## src/rtl/wed_pkg.sv

```systemverilog
`timescale 1ns / 1ps
// shared types, constants and helper functions for the weighted edit distance block
// depends on nothing; every other file refers to it by scoped names

package wed_pkg;

  // word and pattern sizes
  localparam int MAX_CHARS = 20;
  localparam int PAT_MAX   = 20;
  localparam int ROW_LEN   = MAX_CHARS + 2;

  // derived widths
  localparam int CNT_W  = $clog2(MAX_CHARS + 1);
  localparam int BUF_AW = $clog2(MAX_CHARS);
  localparam int ROW_AW = $clog2(ROW_LEN);
  localparam int PAT_IW = $clog2(PAT_MAX + 1);
  localparam int PAT_AW = $clog2(PAT_MAX);
  localparam int COST_W = 10;
  localparam int SUM_W  = COST_W + 1;
  localparam int DIST_W = 10;

  // configuration port
  localparam int CFG_IW = 2;
  localparam int CFG_DW = 64;
  localparam logic [CFG_IW-1:0] CFG_PAT_LOW  = 2'd0;
  localparam logic [CFG_IW-1:0] CFG_PAT_MID  = 2'd1;
  localparam logic [CFG_IW-1:0] CFG_PAT_HIGH = 2'd2;
  localparam logic [CFG_IW-1:0] CFG_PAT_LEN  = 2'd3;

  // queue between front and back
  localparam int FIFO_DEPTH = 4;
  localparam int FIFO_AW    = $clog2(FIFO_DEPTH);

  // recurrence costs
  localparam logic [COST_W-1:0] COST_STEP  = 10'd1;
  localparam logic [COST_W-1:0] COST_INDEL = 10'd5;
  localparam logic [COST_W-1:0] COST_EXACT = 10'd0;
  localparam logic [COST_W-1:0] COST_CASE  = 10'd1;
  localparam logic [COST_W-1:0] COST_MISS  = 10'd3;
  localparam int                PEN_SHIFT  = 2;   // penalty of four per extra pattern char
  localparam logic [SUM_W-1:0]  DIST_SAT   = 11'd511;

  // one queued character beat
  typedef struct packed {
    logic [7:0] ch;
    logic       keep;
    logic       last;
  } wed_entry_t;

  // pattern as held in the configuration registers
  typedef struct packed {
    logic [PAT_MAX*8-1:0] chars;
    logic [PAT_IW-1:0]    len;
  } wed_pat_t;

  // ascii upper-casing of a-z
  function automatic logic [7:0] up_ascii(input logic [7:0] c);
    logic [7:0] r;
    r = c;
    if (c >= 8'h61 && c <= 8'h7a) r = c - 8'h20;
    return r;
  endfunction

  // substitution cost between a pattern char and a word char
  function automatic logic [COST_W-1:0] sub_cost(input logic [7:0] p, input logic [7:0] s);
    logic [COST_W-1:0] r;
    if (p == s) r = COST_EXACT;
    else if (up_ascii(p) == up_ascii(s)) r = COST_CASE;
    else r = COST_MISS;
    return r;
  endfunction

endpackage

```

## src/rtl/wed_if.sv

```systemverilog
`timescale 1ns / 1ps
// valid/ready channel interfaces: word input, configuration write, distance result
// depends on wed_pkg for payload widths

interface wed_word_if;
  logic       valid;
  logic       ready;
  logic [7:0] word_char;
  logic       word_last;
  modport source(output valid, word_char, word_last, input ready);
  modport sink(input valid, word_char, word_last, output ready);
endinterface

interface wed_cfg_if;
  logic                       valid;
  logic                       ready;
  logic [wed_pkg::CFG_IW-1:0] cfg_index;
  logic [wed_pkg::CFG_DW-1:0] cfg_data;
  modport source(output valid, cfg_index, cfg_data, input ready);
  modport sink(input valid, cfg_index, cfg_data, output ready);
endinterface

interface wed_dist_if;
  logic                              valid;
  logic                              ready;
  logic signed [wed_pkg::DIST_W-1:0] fuzz_distance;
  modport source(output valid, fuzz_distance, input ready);
  modport sink(input valid, fuzz_distance, output ready);
endinterface

```

## src/rtl/wed_front.sv

```systemverilog
`timescale 1ns / 1ps
// front end: accepts word beats, sorts them into kept, dropped and last
// depends on wed_pkg and wed_word_if; feeds the queue in wed_fifo

module wed_front (
  input  logic                clk_i,
  input  logic                rst_ni,
  wed_word_if.sink            word_i,
  output logic                push_valid_o,
  input  logic                push_ready_i,
  output wed_pkg::wed_entry_t push_data_o
);

  logic [wed_pkg::CNT_W-1:0] kcnt_q, kcnt_d;
  logic                      stop_q, stop_d;
  logic                      keep;
  logic                      accept;

  // a char is kept while the word has room and no zero byte was seen
  assign keep = !stop_q && (word_i.word_char != 8'h00) &&
                (kcnt_q < wed_pkg::CNT_W'(wed_pkg::MAX_CHARS));

  // dropped beats that do not end the word never enter the queue
  assign word_i.ready      = push_ready_i;
  assign accept            = word_i.valid && push_ready_i;
  assign push_valid_o      = word_i.valid && (keep || word_i.word_last);
  assign push_data_o.ch    = word_i.word_char;
  assign push_data_o.keep  = keep;
  assign push_data_o.last  = word_i.word_last;

  // kept count and end-of-word tracking
  always_comb begin
    kcnt_d = kcnt_q;
    stop_d = stop_q;
    if (accept) begin
      if (word_i.word_last) begin
        kcnt_d = '0;
        stop_d = 1'b0;
      end else begin
        if (keep) kcnt_d = kcnt_q + 1'b1;
        if (word_i.word_char == 8'h00) stop_d = 1'b1;
      end
    end
  end

  always_ff @(posedge clk_i or negedge rst_ni) begin
    if (!rst_ni) begin
      kcnt_q <= '0;
      stop_q <= 1'b0;
    end else begin
      kcnt_q <= kcnt_d;
      stop_q <= stop_d;
    end
  end

endmodule

```

## src/rtl/wed_fifo.sv

```systemverilog
`timescale 1ns / 1ps
// short queue of character beats between the front and back ends
// depends on wed_pkg for the entry type and depth

module wed_fifo (
  input  logic                clk_i,
  input  logic                rst_ni,
  input  logic                push_valid_i,
  output logic                push_ready_o,
  input  wed_pkg::wed_entry_t push_data_i,
  output logic                pop_valid_o,
  input  logic                pop_ready_i,
  output wed_pkg::wed_entry_t pop_data_o
);

  wed_pkg::wed_entry_t         mem_q [wed_pkg::FIFO_DEPTH];
  logic [wed_pkg::FIFO_AW-1:0] wptr_q, rptr_q;
  logic [wed_pkg::FIFO_AW:0]   cnt_q;
  logic                        do_push, do_pop;

  assign push_ready_o = (cnt_q != (wed_pkg::FIFO_AW + 1)'(wed_pkg::FIFO_DEPTH));
  assign pop_valid_o  = (cnt_q != '0);
  assign pop_data_o   = mem_q[rptr_q];
  assign do_push      = push_valid_i && push_ready_o;
  assign do_pop       = pop_ready_i && pop_valid_o;

  // pointers and fill level
  always_ff @(posedge clk_i or negedge rst_ni) begin
    if (!rst_ni) begin
      wptr_q <= '0;
      rptr_q <= '0;
      cnt_q  <= '0;
    end else begin
      if (do_push) wptr_q <= wptr_q + 1'b1;
      if (do_pop) rptr_q <= rptr_q + 1'b1;
      if (do_push && !do_pop) cnt_q <= cnt_q + 1'b1;
      else if (!do_push && do_pop) cnt_q <= cnt_q - 1'b1;
    end
  end

  // storage
  always_ff @(posedge clk_i) begin
    if (do_push) mem_q[wptr_q] <= push_data_i;
  end

endmodule

```

## src/rtl/wed_back.sv

```systemverilog
`timescale 1ns / 1ps
// back end: word buffer, one-cell-per-cycle recurrence sequencer and result register
// depends on wed_pkg and wed_dist_if; drains the queue in wed_fifo

module wed_back (
  input  logic                clk_i,
  input  logic                rst_ni,
  input  wed_pkg::wed_pat_t   pat_i,
  input  logic                pop_valid_i,
  output logic                pop_ready_o,
  input  wed_pkg::wed_entry_t pop_data_i,
  wed_dist_if.source          dist_o
);

  localparam logic [2:0] ST_LOAD  = 3'd0;
  localparam logic [2:0] ST_PREP  = 3'd1;
  localparam logic [2:0] ST_START = 3'd2;
  localparam logic [2:0] ST_CELL  = 3'd3;
  localparam logic [2:0] ST_DONE  = 3'd4;

  logic [2:0]                         state_q, state_d;
  logic [wed_pkg::CNT_W-1:0]          n_q, n_d;
  logic [wed_pkg::CNT_W-1:0]          i_q, i_d;
  logic [wed_pkg::PAT_IW-1:0]         pi_q, pi_d;
  logic [wed_pkg::PAT_IW-1:0]         m_q;
  logic                               dist_valid_q, dist_valid_d;
  logic signed [wed_pkg::DIST_W-1:0]  dist_q;
  logic [7:0]                         buf_q [wed_pkg::MAX_CHARS];
  logic [wed_pkg::COST_W-1:0]         row_q [wed_pkg::ROW_LEN];
  logic [wed_pkg::COST_W-1:0]         prev_q, hold_q;
  logic [wed_pkg::SUM_W-1:0]          sum_q;

  logic [7:0]                         pat_arr [wed_pkg::PAT_MAX];
  logic [wed_pkg::PAT_IW-1:0]         plen_lim, m_calc;
  logic [7:0]                         p_chr, s_chr;
  logic [wed_pkg::ROW_AW-1:0]         rd_idx, wr_idx;
  logic [wed_pkg::COST_W-1:0]         rd_val;
  logic [wed_pkg::COST_W-1:0]         c_step, c_sub, c_del, delta;
  logic [wed_pkg::SUM_W-1:0]          penalty, m_ext, sum_pre;
  logic signed [wed_pkg::DIST_W-1:0]  dist_res;
  logic                               row_end, pass_end, out_free, pop_fire;

  // pattern bytes and effective pattern length (first zero byte or clamped length)
  always_comb begin
    for (int k = 0; k < wed_pkg::PAT_MAX; k++) begin
      pat_arr[k] = pat_i.chars[k*8 +: 8];
    end
    plen_lim = (pat_i.len > wed_pkg::PAT_IW'(wed_pkg::PAT_MAX)) ?
               wed_pkg::PAT_IW'(wed_pkg::PAT_MAX) : pat_i.len;
    m_calc = plen_lim;
    for (int k = wed_pkg::PAT_MAX - 1; k >= 0; k--) begin
      if ((wed_pkg::PAT_IW'(k) < plen_lim) && (pat_arr[k] == 8'h00)) m_calc = wed_pkg::PAT_IW'(k);
    end
  end

  // one recurrence cell: chars with the terminating nul, row reads and the minimum
  assign row_end  = (i_q == n_q);
  assign pass_end = (pi_q == m_q);
  assign p_chr    = pass_end ? 8'h00 : pat_arr[pi_q[wed_pkg::PAT_AW-1:0]];
  assign s_chr    = row_end ? 8'h00 : buf_q[i_q[wed_pkg::BUF_AW-1:0]];
  assign wr_idx   = wed_pkg::ROW_AW'(i_q);
  assign rd_idx   = (state_q == ST_START) ? '0 : wr_idx + 1'b1;
  assign rd_val   = row_q[rd_idx];
  assign c_step   = prev_q + wed_pkg::COST_STEP;
  assign c_sub    = hold_q + wed_pkg::sub_cost(p_chr, s_chr);
  assign c_del    = rd_val + wed_pkg::COST_INDEL;

  always_comb begin
    delta = c_step;
    if (c_sub < delta) delta = c_sub;
    if (c_del < delta) delta = c_del;
  end

  // extra pattern chars penalty and the empty-input shortcuts
  assign penalty = (m_q > n_q) ?
                   ((wed_pkg::SUM_W'(m_q) - wed_pkg::SUM_W'(n_q)) << wed_pkg::PEN_SHIFT) : '0;
  assign m_ext   = wed_pkg::SUM_W'(m_calc);
  assign sum_pre = (m_calc == '0) ? wed_pkg::SUM_W'(1) : (m_ext << 2) + m_ext + 1'b1;

  // final value minus one with saturation
  always_comb begin
    if (sum_q == '0) dist_res = '1;
    else if ((sum_q - 1'b1) > wed_pkg::DIST_SAT) dist_res = wed_pkg::DIST_W'(wed_pkg::DIST_SAT);
    else dist_res = wed_pkg::DIST_W'(sum_q - 1'b1);
  end

  assign out_free     = !dist_valid_q || dist_o.ready;
  assign pop_ready_o  = (state_q == ST_LOAD);
  assign pop_fire     = pop_ready_o && pop_valid_i;
  assign dist_o.valid = dist_valid_q;
  assign dist_o.fuzz_distance = dist_q;

  // sequencer
  always_comb begin
    state_d      = state_q;
    n_d          = n_q;
    i_d          = i_q;
    pi_d         = pi_q;
    dist_valid_d = dist_valid_q && !dist_o.ready;
    unique case (state_q)
      ST_LOAD: begin
        if (pop_fire) begin
          if (pop_data_i.keep) n_d = n_q + 1'b1;
          if (pop_data_i.last) state_d = ST_PREP;
        end
      end
      ST_PREP: begin
        pi_d = '0;
        if ((m_calc == '0) || (n_q == '0)) state_d = ST_DONE;
        else state_d = ST_START;
      end
      ST_START: begin
        i_d     = '0;
        state_d = ST_CELL;
      end
      ST_CELL: begin
        if (row_end) begin
          if (pass_end) begin
            state_d = ST_DONE;
          end else begin
            pi_d    = pi_q + 1'b1;
            state_d = ST_START;
          end
        end else begin
          i_d = i_q + 1'b1;
        end
      end
      ST_DONE: begin
        if (out_free) begin
          dist_valid_d = 1'b1;
          n_d          = '0;
          state_d      = ST_LOAD;
        end
      end
      default: state_d = ST_LOAD;
    endcase
  end

  always_ff @(posedge clk_i or negedge rst_ni) begin
    if (!rst_ni) begin
      state_q      <= ST_LOAD;
      n_q          <= '0;
      i_q          <= '0;
      pi_q         <= '0;
      dist_valid_q <= 1'b0;
    end else begin
      state_q      <= state_d;
      n_q          <= n_d;
      i_q          <= i_d;
      pi_q         <= pi_d;
      dist_valid_q <= dist_valid_d;
    end
  end

  // datapath: word buffer, cost row, running values, result
  always_ff @(posedge clk_i) begin
    if (pop_fire && pop_data_i.keep) buf_q[n_q[wed_pkg::BUF_AW-1:0]] <= pop_data_i.ch;
    if (state_q == ST_PREP) begin
      for (int k = 0; k < wed_pkg::ROW_LEN; k++) begin
        row_q[k] <= wed_pkg::COST_W'(k);
      end
      m_q   <= m_calc;
      sum_q <= sum_pre;
    end
    if (state_q == ST_START) begin
      hold_q <= rd_val;
      prev_q <= rd_val + wed_pkg::COST_INDEL;
    end
    if (state_q == ST_CELL) begin
      row_q[wr_idx] <= row_end ? delta : prev_q;
      prev_q        <= delta;
      hold_q        <= rd_val;
      if (row_end && pass_end) sum_q <= wed_pkg::SUM_W'(delta) + penalty;
    end
    if ((state_q == ST_DONE) && out_free) dist_q <= dist_res;
  end

  // the cell index never runs past the word end
  a_cell_in_word: assert property (@(posedge clk_i) disable iff (!rst_ni)
    (state_q == ST_CELL) |-> (i_q <= n_q))
    else $error("cell index beyond word length");

  // the pass index never runs past the pattern end
  a_pass_in_pattern: assert property (@(posedge clk_i) disable iff (!rst_ni)
    ((state_q == ST_CELL) || (state_q == ST_START)) |-> (pi_q <= m_q))
    else $error("pass index beyond pattern length");

  // the kept count stays within the buffer
  a_count_bound: assert property (@(posedge clk_i) disable iff (!rst_ni)
    n_q <= wed_pkg::CNT_W'(wed_pkg::MAX_CHARS))
    else $error("word count beyond buffer depth");

  // handing a result over returns to loading with an empty word
  a_done_to_load: assert property (@(posedge clk_i) disable iff (!rst_ni)
    ((state_q == ST_DONE) && out_free) |=> ((state_q == ST_LOAD) && (n_q == '0) && dist_valid_q))
    else $error("result handover did not restart loading");

  // the kept count does not change while a cell is computed
  a_pop_only_load: assert property (@(posedge clk_i) disable iff (!rst_ni)
    (state_q == ST_CELL) |=> (n_q == $past(n_q)))
    else $error("word count changed during compute");

endmodule

```

## src/rtl/weighted_edit_distance.sv

```systemverilog
`timescale 1ns / 1ps
// weighted edit distance between a streamed candidate word and a configured pattern
// depends on wed_pkg, wed_if, wed_front, wed_fifo, wed_back
//
// usage:
//   word_i carries one character per beat; word_last marks the final character.
//   up to 20 characters are kept, a zero byte ends the word, the rest is dropped.
//   cfg_i writes the pattern registers (index 0..3) and is always ready; the user
//   must see it is written only while the block is idle; the block does not check.
//   dist_o delivers one fuzz_distance per word, once the back end has computed it.
// flow:
//   the front takes one beat per cycle, while the queue has room, into a four-entry
//   queue. after the last beat reaches the back end come a setup step, then m+1
//   passes of the single cell unit over the n word chars and the nul (m pattern
//   chars, n word chars), then the load of the output register. an empty word or
//   pattern skips the passes. the next word streams into the queue during compute.
// reset and stalls:
//   reset clears the pattern registers, the counters, the queue and result valid.
//   a result waits in the output register until dist_o.ready; the back end holds
//   the next finished result, and the front stalls once the queue is full.

module weighted_edit_distance (
  input  logic        clk_i,
  input  logic        rst_ni,
  wed_word_if.sink    word_i,
  wed_cfg_if.sink     cfg_i,
  wed_dist_if.source  dist_o
);

  logic [63:0]                 pat_low_q, pat_mid_q;
  logic [31:0]                 pat_high_q;
  logic [wed_pkg::PAT_IW-1:0]  pat_len_q;
  wed_pkg::wed_pat_t           pat;
  logic                        push_valid, push_ready, pop_valid, pop_ready;
  wed_pkg::wed_entry_t         push_data, pop_data;

  // configuration registers
  assign cfg_i.ready = 1'b1;

  always_ff @(posedge clk_i or negedge rst_ni) begin
    if (!rst_ni) begin
      pat_low_q  <= '0;
      pat_mid_q  <= '0;
      pat_high_q <= '0;
      pat_len_q  <= '0;
    end else if (cfg_i.valid) begin
      unique case (cfg_i.cfg_index)
        wed_pkg::CFG_PAT_LOW:  pat_low_q  <= cfg_i.cfg_data;
        wed_pkg::CFG_PAT_MID:  pat_mid_q  <= cfg_i.cfg_data;
        wed_pkg::CFG_PAT_HIGH: pat_high_q <= cfg_i.cfg_data[31:0];
        wed_pkg::CFG_PAT_LEN:  pat_len_q  <= cfg_i.cfg_data[wed_pkg::PAT_IW-1:0];
        default: ;
      endcase
    end
  end

  assign pat.chars = {pat_high_q, pat_mid_q, pat_low_q};
  assign pat.len   = pat_len_q;

  // front end
  wed_front u_front (
    .clk_i        (clk_i),
    .rst_ni       (rst_ni),
    .word_i       (word_i),
    .push_valid_o (push_valid),
    .push_ready_i (push_ready),
    .push_data_o  (push_data)
  );

  // decoupling queue
  wed_fifo u_fifo (
    .clk_i        (clk_i),
    .rst_ni       (rst_ni),
    .push_valid_i (push_valid),
    .push_ready_o (push_ready),
    .push_data_i  (push_data),
    .pop_valid_o  (pop_valid),
    .pop_ready_i  (pop_ready),
    .pop_data_o   (pop_data)
  );

  // back end
  wed_back u_back (
    .clk_i       (clk_i),
    .rst_ni      (rst_ni),
    .pat_i       (pat),
    .pop_valid_i (pop_valid),
    .pop_ready_o (pop_ready),
    .pop_data_i  (pop_data),
    .dist_o      (dist_o)
  );

endmodule

```

## src/flat_wrapper.sv

```systemverilog
// flat-port wrapper written by rule: the top's interface ports become plain ports
module weighted_edit_distance_flat 
  (clk_i, rst_ni, word_i_valid, word_i_word_char, word_i_word_last, word_i_ready, cfg_i_valid, cfg_i_cfg_index, cfg_i_cfg_data, cfg_i_ready, dist_o_valid, dist_o_fuzz_distance, dist_o_ready);
  wed_word_if word_i_i ();
  wed_cfg_if cfg_i_i ();
  wed_dist_if dist_o_i ();
  input  logic clk_i;
  input  logic rst_ni;
  input wire logic [$bits(word_i_i.valid)-1:0] word_i_valid;
  input wire logic [$bits(word_i_i.word_char)-1:0] word_i_word_char;
  input wire logic [$bits(word_i_i.word_last)-1:0] word_i_word_last;
  output wire logic [$bits(word_i_i.ready)-1:0] word_i_ready;
  input wire logic [$bits(cfg_i_i.valid)-1:0] cfg_i_valid;
  input wire logic [$bits(cfg_i_i.cfg_index)-1:0] cfg_i_cfg_index;
  input wire logic [$bits(cfg_i_i.cfg_data)-1:0] cfg_i_cfg_data;
  output wire logic [$bits(cfg_i_i.ready)-1:0] cfg_i_ready;
  output wire logic [$bits(dist_o_i.valid)-1:0] dist_o_valid;
  output wire logic [$bits(dist_o_i.fuzz_distance)-1:0] dist_o_fuzz_distance;
  input wire logic [$bits(dist_o_i.ready)-1:0] dist_o_ready;
  assign word_i_i.valid = word_i_valid;
  assign word_i_i.word_char = word_i_word_char;
  assign word_i_i.word_last = word_i_word_last;
  assign word_i_ready = word_i_i.ready;
  assign cfg_i_i.valid = cfg_i_valid;
  assign cfg_i_i.cfg_index = cfg_i_cfg_index;
  assign cfg_i_i.cfg_data = cfg_i_cfg_data;
  assign cfg_i_ready = cfg_i_i.ready;
  assign dist_o_valid = dist_o_i.valid;
  assign dist_o_fuzz_distance = dist_o_i.fuzz_distance;
  assign dist_o_i.ready = dist_o_ready;
  weighted_edit_distance u_core (.clk_i(clk_i), .rst_ni(rst_ni), .word_i(word_i_i), .cfg_i(cfg_i_i), .dist_o(dist_o_i));
endmodule
```

## config.mk

```make
export PLATFORM = sky130hd
export DESIGN_NAME = weighted_edit_distance_flat
export DESIGN_NICKNAME = d
export VERILOG_FILES = /design/src/rtl/wed_pkg.sv /design/src/rtl/wed_if.sv /design/src/rtl/wed_front.sv /design/src/rtl/wed_fifo.sv /design/src/rtl/wed_back.sv /design/src/rtl/weighted_edit_distance.sv /design/src/flat_wrapper.sv
export SDC_FILE = /design/constraint.sdc
export NUM_CORES = 1
export LEC_CHECK = 0
export ABC_AREA = 0
export CORE_UTILIZATION = 30
export DETAILED_ROUTE_END_ITERATION = 10
export DONT_BUFFER_PORTS = 1
export GPL_ROUTABILITY_DRIVEN = 1
export PLACE_DENSITY = 0.55
export SLEW_MARGIN = 30
export SYNTH_ARGS = -nofsm -noshare
export SYNTH_HDL_FRONTEND = slang
export SYNTH_SLANG_ARGS = --single-unit
```

## constraint.sdc

```tcl
create_clock -name clk_i -period 10.2 [get_ports clk_i]
set_input_delay 1.02 -clock clk_i [delete_from_list [all_inputs] [get_ports clk_i]]
set_output_delay 1.02 -clock clk_i [all_outputs]
set_load 0.02 [all_outputs]
```

==> results by group <==
Placement
  – Post-DP HPWL: 73.3 mm
  – Pre-CTS setup slack: 0.0854 ns
  – Placer congestion estimate: 0.858
  – IO Port Bufs: 0
  – Inst Count DP: 4379
  – Dpl cell area: 0.0390 mm²

STA
  – Worst slew margin: 0.312
  – Min Hold Slack: 0.0501 ns
  – Post-route setup slack: roughly 0.56 ns
  – Final Critical Period: 9.64 ns
  – Tcrit/Tclk final: 0.945
  – Setup violations, final: 0
  – Final Max Slew Viols: 0
  – Sum Neg Setup Slack: 0 ns
  – Worst-Margin Slew: between 1 and 1.5 ns
  – Max Fclk: 104 MHz
  – Final hold violation count: 0
  – Clock Skews: approximately 0.035 ns

Synthesis
  – FFs w/ async S/R, synth: 0.258
  – Post-synthesis instance total: between 2000 and 3000
  – Top-area cell type share of the netlist area: 0.452
  – Sequential area share after synthesis: 0.592
  – Post-synthesis area per instance: between 10 and 15 µm²
  – Number of synthesized register bits: between 700 and 800
  – Post-synth EDFFs: 555
  – Post-Syn Nets: 2974
  – Synth area leader: edfxtp_1
  – Synth area leaders: edfxtp_1, dfrtp_1, mux2_2, mux4_2, mux2i_1
  – Top_reg_cell synth: edfxtp_1
  – Post-Syn Area: 0.0369 mm²
  – Synth unique cells: just over 100
  – Synth warn: 0

Routing
  – Post-route ant nets: 0
  – Via count: 24693
  – Drt first pass iters: 5
  – Vias per inst: between 5 and 6
  – Drt wl/cell: 24.0 µm
  – Detailed Route WL: 109 mm
  – Remaining DRCs: 0
  – 1st-iter DRT viols: 2193

Pwr
  – LEAKAGE: 14.4 nW
  – Max rail drop VDD: between 0.2 and 0.3 mV
  – Total net switching power: approximately 6.3 mW
  – Combinational cell fraction of total power: 0.476
  – Sequential power share: 0.328
  – Pwr Total: ~15 mW
  – Clock Power Share: 0.196
  – Pwr per Cell Area: 352 mW/mm²
  – Pint: about 8.4 mW
  – Switching fraction of total power: 0.430

Cells and area
  – Design Area, Final: between 0.04 and 0.05 mm²
  – Area Growth Syn to Fin: 13.3%
  – Final non-filler cell total: 4549
  – Net count, final: 2997
  – Layout Utilization: 0.343
  – Layout cells sized above 1: 0.198

Die
  – Initial core utilization: 0.303
  – I/O pin count: 93
  – Site Rows: 128
  – Die ar.: 0.124 mm²
  – Core ar.: 0.122 mm²
  – Die height: between 300 and 400 µm
  – Die Wd: 353 µm

Worst hold path
  – Hold crit path type: in -> async

Setup path
  – Worst r2r src: u_core.u_back.i_q[0]
  – Slowest Stage Delay on Critical Path: 0.52 ns
  – RR Endpoint: u_core.u_back.sum_q[9]
  – CP arrival: just over 10 ns
  – Crit Path Category: reg -> reg
  – CP endpoint kind: flip-flop
  – Worst reg2reg setup slack: 0.56 ns
  – Critical Path Sink: u_core.u_back.sum_q[9]
  – Crit. Startpoint: u_core.u_back.i_q[0]
  – Slowest cell on crit path: mux4_2
  – CP startpoint kind: flip-flop
  – Crit-path max FO: 8
  – Reg2Reg Depth: 46
  – CP required: 10.75 ns

CTS
  – Worst-Skew Late Latency: 0.67 ns
  – H-Tree Depth: 3
  – Bufs on Longest Clock Path: 3
  – Hold buffers post-CTS: 0
  – TritonCTS clock tree: done
  – Clk sinks: 763
  – TritonCTS Buffers: 82
  – Clk slew on worst S/H paths: approximately 0.06 ns
  – Root Buffer: clkbuf_16

GRT
  – Initial antenna violation count: 2
  – First-pass GRT wire length: 163 mm
  – GRT Total Usage: 0.172
  – Vias in the first global route: 24333
  – Largest net degree at the start of global routing: approximately 200
  – GRT Residual Overflow: 0

Flow run
  – Number of max-cap violations: 0

Run status
  – Status: completed
flip-flops by register name (all words and copies together), names as in the netlist, 11 cells and up:
signal	flops
u_core.pat_high_q	32
u_core.pat_low_q	64
u_core.pat_mid_q	64
u_core.u_back.buf_q	160
u_core.u_back.row_q	320
u_core.u_back.sum_q	11
u_core.u_fifo.mem_q	40
critical path: cells and delay by family, from the launching register on:
kind	cells	cell delay [ns]
buffers and inverters	4	0.48
DFF	1	0.47
adders and majority gates	5	1.62
xor gates and xnor gates	2	0.20
and+or+nand+nor	9	1.52
muxes	1	0.52
AOI/OAI and AO/OA	25	4.70
worst min-delay path by stage:
stage	start	end	slack, ns
3_3_place_gp	u_core.u_back.sum_q[7]	u_core.u_back.sum_q[7]	0.48
2_1_floorplan	u_core.u_back.sum_q[7]	u_core.u_back.sum_q[7]	0.46
6_report	rst_ni	u_core.pat_mid_q[26]	0.05
5_1_grt	rst_ni	u_core.pat_mid_q[26]	0.02
4_1_cts	rst_ni	u_core.pat_mid_q[10]	0.01
3_5_place_dp	u_core.u_fifo.cnt_q[2]	u_core.u_fifo.cnt_q[2]	0.48
repair_timing:
action | CTS | global route
endpoints found under the setup margin | 0 | 4
buffers inserted | 0 | 15
gates resized for setup | 0 | 19
endpoints found under the hold margin | 0 | 0
metal layers:
layer  part of all wire  GRT usage  vias up  routed length, µm
li1                   -          -    10882                  -
met1               0.44      0.240    12669              47800
met2               0.46      0.273      958              50600
met3              0.071     0.0305      184               7690
met4              0.027     0.0514        0               2940
met5                  0          0        -                  0
layout make-up:
class / instances / area [µm²]
diodes: 3 / 7.51
repair buffers: 116 / 945
inverters: 65 / 244
clock buffers: 107 / 2180
fillers: 11880 / 80100
flip-flops and latches: 763 / 21800
clock inverters: 43 / 367
well taps: 1625 / 2030
multi-input cells: 1827 / 14200
cells by family (layout without fill, tap and decap cells):
kind of cell / after synthesis / after routing / synth area share
AO/OA/AOI/OAI: 516 / 517 / 0.0951
multiplexers: 379 / 379 / 0.140
flip-flops: 763 / 763 / 0.592
buffers and inverters: 243 / 331 / 0.0289
XOR/XNOR: 71 / 71 / 0.0176
adder cells (fa/ha/maj): 63 / 63 / 0.0221
AND/OR/NAND/NOR: 796 / 796 / 0.104
other: 1 / 4 / 0.000102
cells in the final DEF, fill, tap and decap left out, types with 16 or more instances in the layout:
| cell type | count |
|---|---|
| nor3_1 | 74 |
| xnor2_1 | 38 |
| ha_1 | 57 |
| o21ai_0 | 84 |
| edfxtp_1 | 555 |
| mux2i_1 | 105 |
| dfrtp_1 | 193 |
| or3_1 | 20 |
| nand2_1 | 217 |
| nor2_1 | 209 |
| a211oi_1 | 55 |
| clkbuf_1 | 22 |
| nand3_1 | 64 |
| mux2_2 | 182 |
| a21oi_1 | 111 |
| clkinv_1 | 20 |
| mux4_2 | 91 |
| inv_1 | 58 |
| buf_4 | 110 |
| xor2_1 | 30 |
| o211ai_1 | 30 |
| nand2b_1 | 32 |
| nor2b_1 | 21 |
| o22ai_1 | 25 |
| clkbuf_16 | 82 |
| a31oi_1 | 16 |
| nor4_1 | 43 |
power by group through the flow:
stage / combinational (mW) / clock [mW] / sequential, mW
after CTS: 6.80 / 2.93 / 4.83
after floorplan: 4.53 / 0 / 4.67
after global placement: 6.72 / 0 / 4.88
final: 7.00 / 2.88 / 4.82
after detailed placement: 6.77 / 0 / 4.89
after global routing: 7.53 / 3.04 / 4.89
cells in the mapped netlist (all sizes together) (12+ instances only):
cell type and n:
a31oi 18, nor2 216, a21o 15, a22oi 13, mux4 91, ha 58
o31ai 14, mux2i 105, dfrtp 197, edfxtp 555, clkbuf 109, or2 14
nor4 44, o211ai 31, o221ai 12, inv 61, xnor2 40, buf 69
xor2 31, nor2b 26, o21ai 100, nor3 77, and2 13, or3 20
and3 14, nand2 218, nand2b 32, nand4 12, o22ai 25, mux2 183
a211oi 59, a21oi 116, nand3 65, a221oi 15
Power figures use the tool's default switching activity.
